### src/rtl/rsam_cell.sv
// One restoring-division cell: one quotient bit per cell, plus sideband payload.
`timescale 1ns / 1ps

module rsam_cell #(
    parameter int unsigned QW = 48,
    parameter int unsigned DW = 16,
    parameter int unsigned SW = 1
) (
    input  logic          clk,
    input  logic          rst_n,
    input  logic          en,
    input  logic [DW-1:0] divisor,
    input  logic          in_valid,
    input  logic [QW-1:0] in_x,
    input  logic [DW-1:0] in_r,
    input  logic [SW-1:0] in_side,
    output logic          out_valid,
    output logic [QW-1:0] out_x,
    output logic [DW-1:0] out_r,
    output logic [SW-1:0] out_side
);

    logic          valid_reg;
    logic [QW-1:0] x_reg, x_next;
    logic [DW-1:0] r_reg, r_next;
    logic [SW-1:0] side_reg;

    // Shift in the next dividend bit, subtract the divisor when it fits
    always_comb
    begin
        logic [DW:0] t;
        logic [DW:0] diff;
        logic        ge;
        t      = {in_r, in_x[QW-1]};
        diff   = t - {1'b0, divisor};
        ge     = (t >= {1'b0, divisor});
        r_next = ge ? diff[DW-1:0] : t[DW-1:0];
        x_next = {in_x[QW-2:0], ge};
    end

    always_ff @(posedge clk or negedge rst_n)
    begin
        if (!rst_n)
        begin
            valid_reg <= 1'b0;
        end
        else if (en)
        begin
            valid_reg <= in_valid;
        end
    end

    always_ff @(posedge clk)
    begin
        if (en)
        begin
            x_reg    <= x_next;
            r_reg    <= r_next;
            side_reg <= in_side;
        end
    end

    assign out_valid = valid_reg;
    assign out_x     = x_reg;
    assign out_r     = r_reg;
    assign out_side  = side_reg;

endmodule

### src/rtl/rsam_div_chain.sv
// Row of division cells: QW cells give quotient and remainder of x / divisor.
`timescale 1ns / 1ps

module rsam_div_chain #(
    parameter int unsigned QW = 48,
    parameter int unsigned DW = 16,
    parameter int unsigned SW = 1
) (
    input  logic          clk,
    input  logic          rst_n,
    input  logic          en,
    input  logic [DW-1:0] divisor,
    input  logic          in_valid,
    input  logic [QW-1:0] in_dividend,
    input  logic [SW-1:0] in_side,
    output logic          out_valid,
    output logic [QW-1:0] out_quot,
    output logic [DW-1:0] out_rem,
    output logic [SW-1:0] out_side
);

    logic          v [0:QW];
    logic [QW-1:0] x [0:QW];
    logic [DW-1:0] r [0:QW];
    logic [SW-1:0] s [0:QW];

    assign v[0] = in_valid;
    assign x[0] = in_dividend;
    assign r[0] = '0;
    assign s[0] = in_side;

    // One cell per quotient bit, most significant first
    for (genvar i = 0; i < QW; i++)
    begin : g_cell
        rsam_cell #(
            .QW(QW),
            .DW(DW),
            .SW(SW)
        ) u_cell (
            .clk      (clk),
            .rst_n    (rst_n),
            .en       (en),
            .divisor  (divisor),
            .in_valid (v[i]),
            .in_x     (x[i]),
            .in_r     (r[i]),
            .in_side  (s[i]),
            .out_valid(v[i+1]),
            .out_x    (x[i+1]),
            .out_r    (r[i+1]),
            .out_side (s[i+1])
        );
    end

    assign out_valid = v[QW];
    assign out_quot  = x[QW];
    assign out_rem   = r[QW];
    assign out_side  = s[QW];

endmodule

### config.mk
export PLATFORM = sky130hd
export DESIGN_NAME = rsam_div_chain
export DESIGN_NICKNAME = d
export VERILOG_FILES = /design/src/rtl/rsam_cell.sv /design/src/rtl/rsam_div_chain.sv
export SDC_FILE = /design/constraint.sdc
export NUM_CORES = 2
export LEC_CHECK = 0
export BUFFER_PORTS_ARGS = -buffer_cell sky130_fd_sc_hd__buf_2
export CORE_MARGIN = 5
export CORE_UTILIZATION = 58
export CTS_CLUSTER_SIZE = 30
export DETAILED_ROUTE_END_ITERATION = 12
export PLACE_DENSITY = 0.74
export SLEW_MARGIN = 15
export SYNTH_ARGS = -nofsm -noshare
export SYNTH_HDL_FRONTEND = slang
export SYNTH_SLANG_ARGS = --single-unit
### constraint.sdc
create_clock -name clk -period 7.5 [get_ports clk]
set_input_delay 1.125 -clock clk [delete_from_list [all_inputs] [get_ports clk]]
set_output_delay 1.125 -clock clk [all_outputs]
set_load 0.05 [all_outputs]
**Yosys cells after proc, flatten, opt, wreduce, memory -nomap -nowiden**

Index checks and enable logic that the tools add are counted.

- Bits in registers: 3168
- Output and inout bits: 66
- Bits of input ports: 69
- Logic and storage cells: 337

- Multiplexer cells: 48
- Order comparisons: 48
- $add $sub $neg: 48

Operators by type and width:

| cell | number |
|---|---|
| $ge A17 B16 Y1 | 47 |
| $mux W16 | 47 |
| $sub A16 B16 Y16 | 47 |
| $ge A1 B16 Y1 | 1 |
| $sub A1 B16 Y16 | 1 |
| $mux W1 | 1 |

**Depth between registers and ports, before layout**

- Depth after elaboration: 2
- Depth in mapped cells: 14
- Mapped depth without buffers: 12

**Hierarchy**

From an unflattened synthesis, not the netlist that was laid out.

- Cells, all modules: 10720
- Area, all modules: 152324.8 µm²

By module, submodules not included:

| module | times used | cells each | seq. area each (µm²) | area an instance (µm²) |
|---|---|---|---|---|
| rsam_cell at g_cell[17].u_cell ... | 33 | 223 | 1976.9 | 3153.0 |
| rsam_cell at g_cell[0].u_cell ... | 15 | 224 | 1976.9 | 3218.1 |
| rsam_div_chain | 1 | 1 | 0.0 | 3.8 |

**Worst setup path after synthesis**

Ideal clock, no wire load.

- Kind: input to register
- From: input divisor[1]
- To: register g_cell[30].u_cell.r_reg[10], data pin
- Path slack: 2.295 ns
- Stages: 13
- Path buffers: 2
- Data arrival time: 4.944 ns
- Library setup time: 0.260 ns
- Required time: 7.240 ns
- Path through: clkbuf_1 > inv_1 > ha_1 > nor2b_1 > o31a_1 > o31a_1 > nor4_4 > nor3_1 > o21a_1 > or3_4 > a41oi_4 > buf_8 > mux2_4

- Cells in the longest elaborated chain, start to end: 2
- Elaborated cells between the ends (all ways): 3
- Those cells by class: 1 x add/sub; 1 x order compare; 1 x mux

Ends and longest elaborated chain:

| what | RTL line | source |
|---|---|---|
| start, declared | rsam_div_chain.sv:12 | `input logic [DW-1:0] divisor,` |
| $sub A16 B16 Y16 or $ge A17 B16 Y1 (tied branches) | rsam_cell.sv:35, rsam_cell.sv:36 |  |
| $mux W16 * | rsam_cell.sv:37 | `r_next = ge ? diff[DW-1:0] : t[DW-1:0];` |
| via g_cell[30].u_cell.r_next[10] | rsam_cell.sv:25 | `logic [DW-1:0] r_reg, r_next;` |
| end signal, assigned | rsam_cell.sv:58 | `r_reg <= r_next;` |
| end, declared | rsam_cell.sv:25 |  |

Mark *: on every way through the listed nets, which the timed path passes. The rest lies on a longest branch.
A chain may end at the register's enable or synchronous reset.

**Final worst setup path**

- From: input divisor[2]
- To: register g_cell[38].u_cell.r_reg[12], data pin

- Cells in the longest elaborated chain, start to end: 2
- Elaborated cells between the ends (all ways): 3
- Those cells by class: 1 x add/sub; 1 x order compare; 1 x mux

Ends and longest elaborated chain:

| what | RTL line |
|---|---|
| $sub A16 B16 Y16 or $ge A17 B16 Y1 (tied branches) | rsam_cell.sv:35, rsam_cell.sv:36 |
| $mux W16 * | rsam_cell.sv:37 |
| via g_cell[38].u_cell.r_next[12] | rsam_cell.sv:25 |
| end signal, assigned | rsam_cell.sv:58 |
| end, declared | rsam_cell.sv:25 |

Marks and branches as above.

==> reports/metrics.yaml <==
status:
  status: "completed"
power_and_ir_drop:
  p_leak_nw: 56.47
  ir_drop_mv: 0.4331
  p_int_w: 0.04342
  clock_power_share_pct: 24.8
  p_comb_share_pct: 34.1
  seqPwrFrac_pct: 41.1
  power.switching_w: 0.02023
  power.density_nw_per_um2: 416.3
  sw_frac_of_total_pct: 31.78
logic_synthesis:
  yosys_warnings: 0
  synth_xor_area_share_pct: 3.441
  synth-compound-area-share_pct: 8.267
  synth_area_leaders: "edfxtp_1 68%, ha_1 6.9%, mux2_2 3.4%"
  synth.distinct_cells: 87
  synth-seq-area-share_pct: 69.30
  synthSimpleGateAreaFrac_pct: 6.213
  yosys.area.top_type: "edfxtp_1"
  synthMuxAreaShare_pct: 4.030
  synth_top_family_by_area: "compound AO/OA/AOI/OAI gates"
  synth_nets: 9834
  syn_avg_cell_area_um2: 15.28
  ys.flop_type: "edfxtp_1"
  synth_area_um2: 136900
  synth_fa_ha_area_share_pct: 7.577
  ys_ff_latch: 3168
  syn_inst: 8964
  async_flop_share_pct: 1.515
  synth_top_cell_area_share_pct: 68.42
  synth_edf_count: 3120
sta:
  clock-skew-final_ns: 0.08617
  grt_setup_unrepaired: "false"
  relSlewSlack_pct: 19.66
  slew_violations: 0
  post-route-period-util_pct: 63.53
  holdWs_ns: 0.2032
  min_period_ns: 4.765
  fmax_mhz: 209.9
  finalHoldViolCount: 0
  worst_pin_slew_ns: 1.205
  fin_setup_tns_ns: 0
  finalSetupViolations: 0
setup_path:
  cp-start-kind: "input port"
  cp_max_fo: 27
  crit_path_end_kind: "register"
  endpoint: "g_cell[38].u_cell.out_r[12]"
  crit_type: "in2reg"
  cp-startpoint: "divisor[2]"
  r2r_slack_ns: 3.61
  worst_r2r_startpoint: "g_cell[35].u_cell.out_r[1]"
  reg2reg_depth: 10
  reg2reg_to: "g_cell[36].u_cell.out_r[15]"
  crit_required_ns: 8.16
  cp_data_arrival_time_ns: 5.42
clocking:
  cts_buffers: 333
  tritoncts: "done"
  ctsLongestPathBuffers: 4
  clock_latency_ns: 0.96
  cts_hold_buf: 0
  cts_num_sinks: 3168
  root_buffer: "clkbuf_16"
  ctsResizeCount: 0
  cts_setup_buffers: 0
  clkTransAtPathRegs_ns: 0.06
  htree_levels: 5
floorplan:
  num_io_pins: 135
  fp.dieArea_um2: 245900
  die_h_um: 495.9
  die_width_um: 495.9
  core_um2: 235200
  start_util_pct: 58.22
  std_cell_rows: 178
final_layout:
  stdcell_count: 12870
  final_area_um2: 152900
  drive_above_1_share_pct: 12.86
  n_fill_cell: 16460
  fin_nets: 10330
  area_delta_synth_final_pct: 11.66
global_routing:
  grtUsageTotal_pct: 21.43
  grt_max_degree: 199
  grt_pass1_vias: 74310
  antenna_found_initial: 7
  grt_pass1_wl_um: 414300
  grt-ovfl-total: 0
run:
  cap_violations: 0
placement:
  dp.cells: 12280
  place_congestion: 0.9006
  portBuffers: 134
  dp_hpwl_um: 168800
  placed_area_um2: 142400
route:
  vias_per_cell: 5.793
  drt_iter0_markers: 6118
  antenna_left: 0
  dr.pass1.iters: 7
  post-route-drc-count: 0
  dr_total_vias: 74530
  wl_per_cell_um: 20.68
  wirelength_um: 266100
hold_path:
  min_path_type: "in2async"
-- cell families (layout without fill, tap and decap cells) --
kind of cell | Yosys count | in the layout
other | 0 | 3
AO/OA/AOI/OAI | 1798 | 1798
XOR/XNOR | 538 | 538
AND/OR/NAND/NOR | 1755 | 1755
buffers and inverters | 410 | 1159
multiplexers | 494 | 494
flip-flops | 3168 | 3168
adder cells (fa/ha/maj) | 801 | 801
-- worst max-delay path, stage by stage --
cell and delay (ns):
buf_2 0.13, inv_2 0.65, buf_4 0.41, ha_1 0.33, o21a_1 0.20, o31a_1 0.13, o31ai_1 0.40, a21oi_1 0.17
o41ai_1 0.67, a21oi_1 0.13, o32a_1 0.56, mux2_2 0.42
-- final cells by class --
| class | instances | area [µm²] | share of cell area (%) |
|---|---|---|---|
| diodes | 3 | 7.507 | 0.004910 |
| clock buffers | 397 | 8667 | 5.668 |
| clock inverters | 188 | 1764 | 1.154 |
| inverters | 300 | 1134 | 0.7414 |
| multi-input cells | 5386 | 40510 | 26.50 |
| flip-flops and latches | 3168 | 94890 | 62.06 |
| well taps | 3150 | 3941 | 2.578 |
| repair buffers | 274 | 1983 | 1.297 |
-- synthesized netlist by cell type, types with 13 or more instances --
| cell type | instances |
|---|---|
| ha_1 | 754 |
| o21ai_1 | 13 |
| fa_1 | 47 |
| xnor2_1 | 350 |
| a211oi_1 | 46 |
| and4_1 | 14 |
| o41ai_1 | 19 |
| a21boi_0 | 52 |
| xor2_1 | 188 |
| nor3_1 | 119 |
| nand4_1 | 102 |
| a21o_1 | 193 |
| or3_1 | 51 |
| and2_1 | 15 |
| mux2_2 | 410 |
| a21oi_1 | 511 |
| o21a_1 | 110 |
| clkbuf_1 | 77 |
| and3_1 | 42 |
| o211ai_1 | 31 |
| nor4_1 | 41 |
| o21ai_0 | 462 |
| o311ai_0 | 13 |
| nor2b_1 | 139 |
| o31ai_1 | 49 |
| a31o_2 | 22 |
| a211o_1 | 19 |
| mux2_1 | 21 |
| edfxtp_1 | 3120 |
| or2_2 | 26 |
| buf_2 | 19 |
| inv_1 | 300 |
| nand3_1 | 109 |
| nor2_1 | 542 |
| a31oi_1 | 64 |
| nand2b_1 | 104 |
| dfrtp_1 | 48 |
| mux2i_1 | 56 |
| nand2_1 | 403 |
| o21bai_1 | 36 |
| o31a_1 | 45 |
-- metrics by stage --
stage | util, % | power (W) | worst slack (ns)
after floorplan | - | 0.04233 | 2.295
after global placement | 60.56 | 0.04711 | 2.001
after detailed placement | 60.56 | 0.04773 | 1.893
after CTS | 64.99 | 0.06394 | 2.889
after global routing | 65.01 | 0.06746 | 2.561
final | 65.01 | 0.06366 | 2.735
-- state kept, by name (all words and copies together), names as in the netlist --
name and flops:
g_cell.u_cell.out_valid 48, g_cell.u_cell.out_x 2304, g_cell.u_cell.out_r 768, g_cell.u_cell.out_side 48
-- how the worst min path moves through the flow --
stage,startpoint,end,slack (ns),depth (start not counted)
2_1_floorplan,g_cell[9].u_cell.out_side,g_cell[10].u_cell.out_side,0.40,0
3_3_place_gp,g_cell[8].u_cell.out_x[17],g_cell[9].u_cell.out_x[18],0.40,0
3_5_place_dp,g_cell[9].u_cell.out_side,g_cell[10].u_cell.out_side,0.40,0
4_1_cts,in_dividend[29],g_cell[0].u_cell.out_x[30],0.24,1
5_1_grt,rst_n,g_cell[0].u_cell.out_valid,0.20,1
6_report,rst_n,g_cell[0].u_cell.out_valid,0.20,1
-- per-layer routing --
metal / up-vias / track usage, % / part of all wire, %
li1: 35540 / - / -
met1: 36360 / 29.58 / 44
met2: 2082 / 35.19 / 48
met3: 549 / 3.645 / 5.2
met4: 2 / 6.876 / 3.2
met5: - / 0 / 0.0049
-- cell usage in the layout, fill, tap and decap left out, types with 21 or more instances in the layout --
master     synthesis  layout
xor2_1           188     188
o21bai_1          36      36
nand4_1          102     102
clkbuf_1          77      58
clkinv_1           0      68
ha_1             754     754
o31a_1            45      45
or2_2             26      26
mux2_2           410     410
clkinv_2           0      53
o21a_1           110     110
bufinv_16          0      30
a21oi_1          511     510
a21boi_0          52      52
mux2i_1           56      56
nor2_1           542     542
dfrtp_1           48      48
edfxtp_1        3120    3120
mux2_1            21      21
o31ai_1           49      49
a31oi_1           64      60
buf_4              5     122
nor4_1            41      40
nand3_1          109     109
clkbuf_16          0     336
a211oi_1          46      46
buf_2             19     131
nand2b_1         104     104
nor2b_1          139     139
fa_1              47      47
nor3_1           119     119
a21o_1           193     193
o211ai_1          31      31
or3_1             51      51
a31o_2            22      22
xnor2_1          350     350
inv_1            300     285
nand2_1          403     403
o21ai_0          462     461
and3_1            42      42
-- power by group through the flow --
stage | logic (W) | clock network, W | registers, W
floorplan | 0.0167 | 0 | 0.0256
detailed placement | 0.0213 | 0 | 0.0265
global route | 0.0240 | 0.0171 | 0.0264
CTS | 0.0215 | 0.0163 | 0.0262
global placement | 0.0207 | 0 | 0.0264
finish | 0.0217 | 0.0158 | 0.0262
Note: power is estimated with default switching activity, not from simulation.
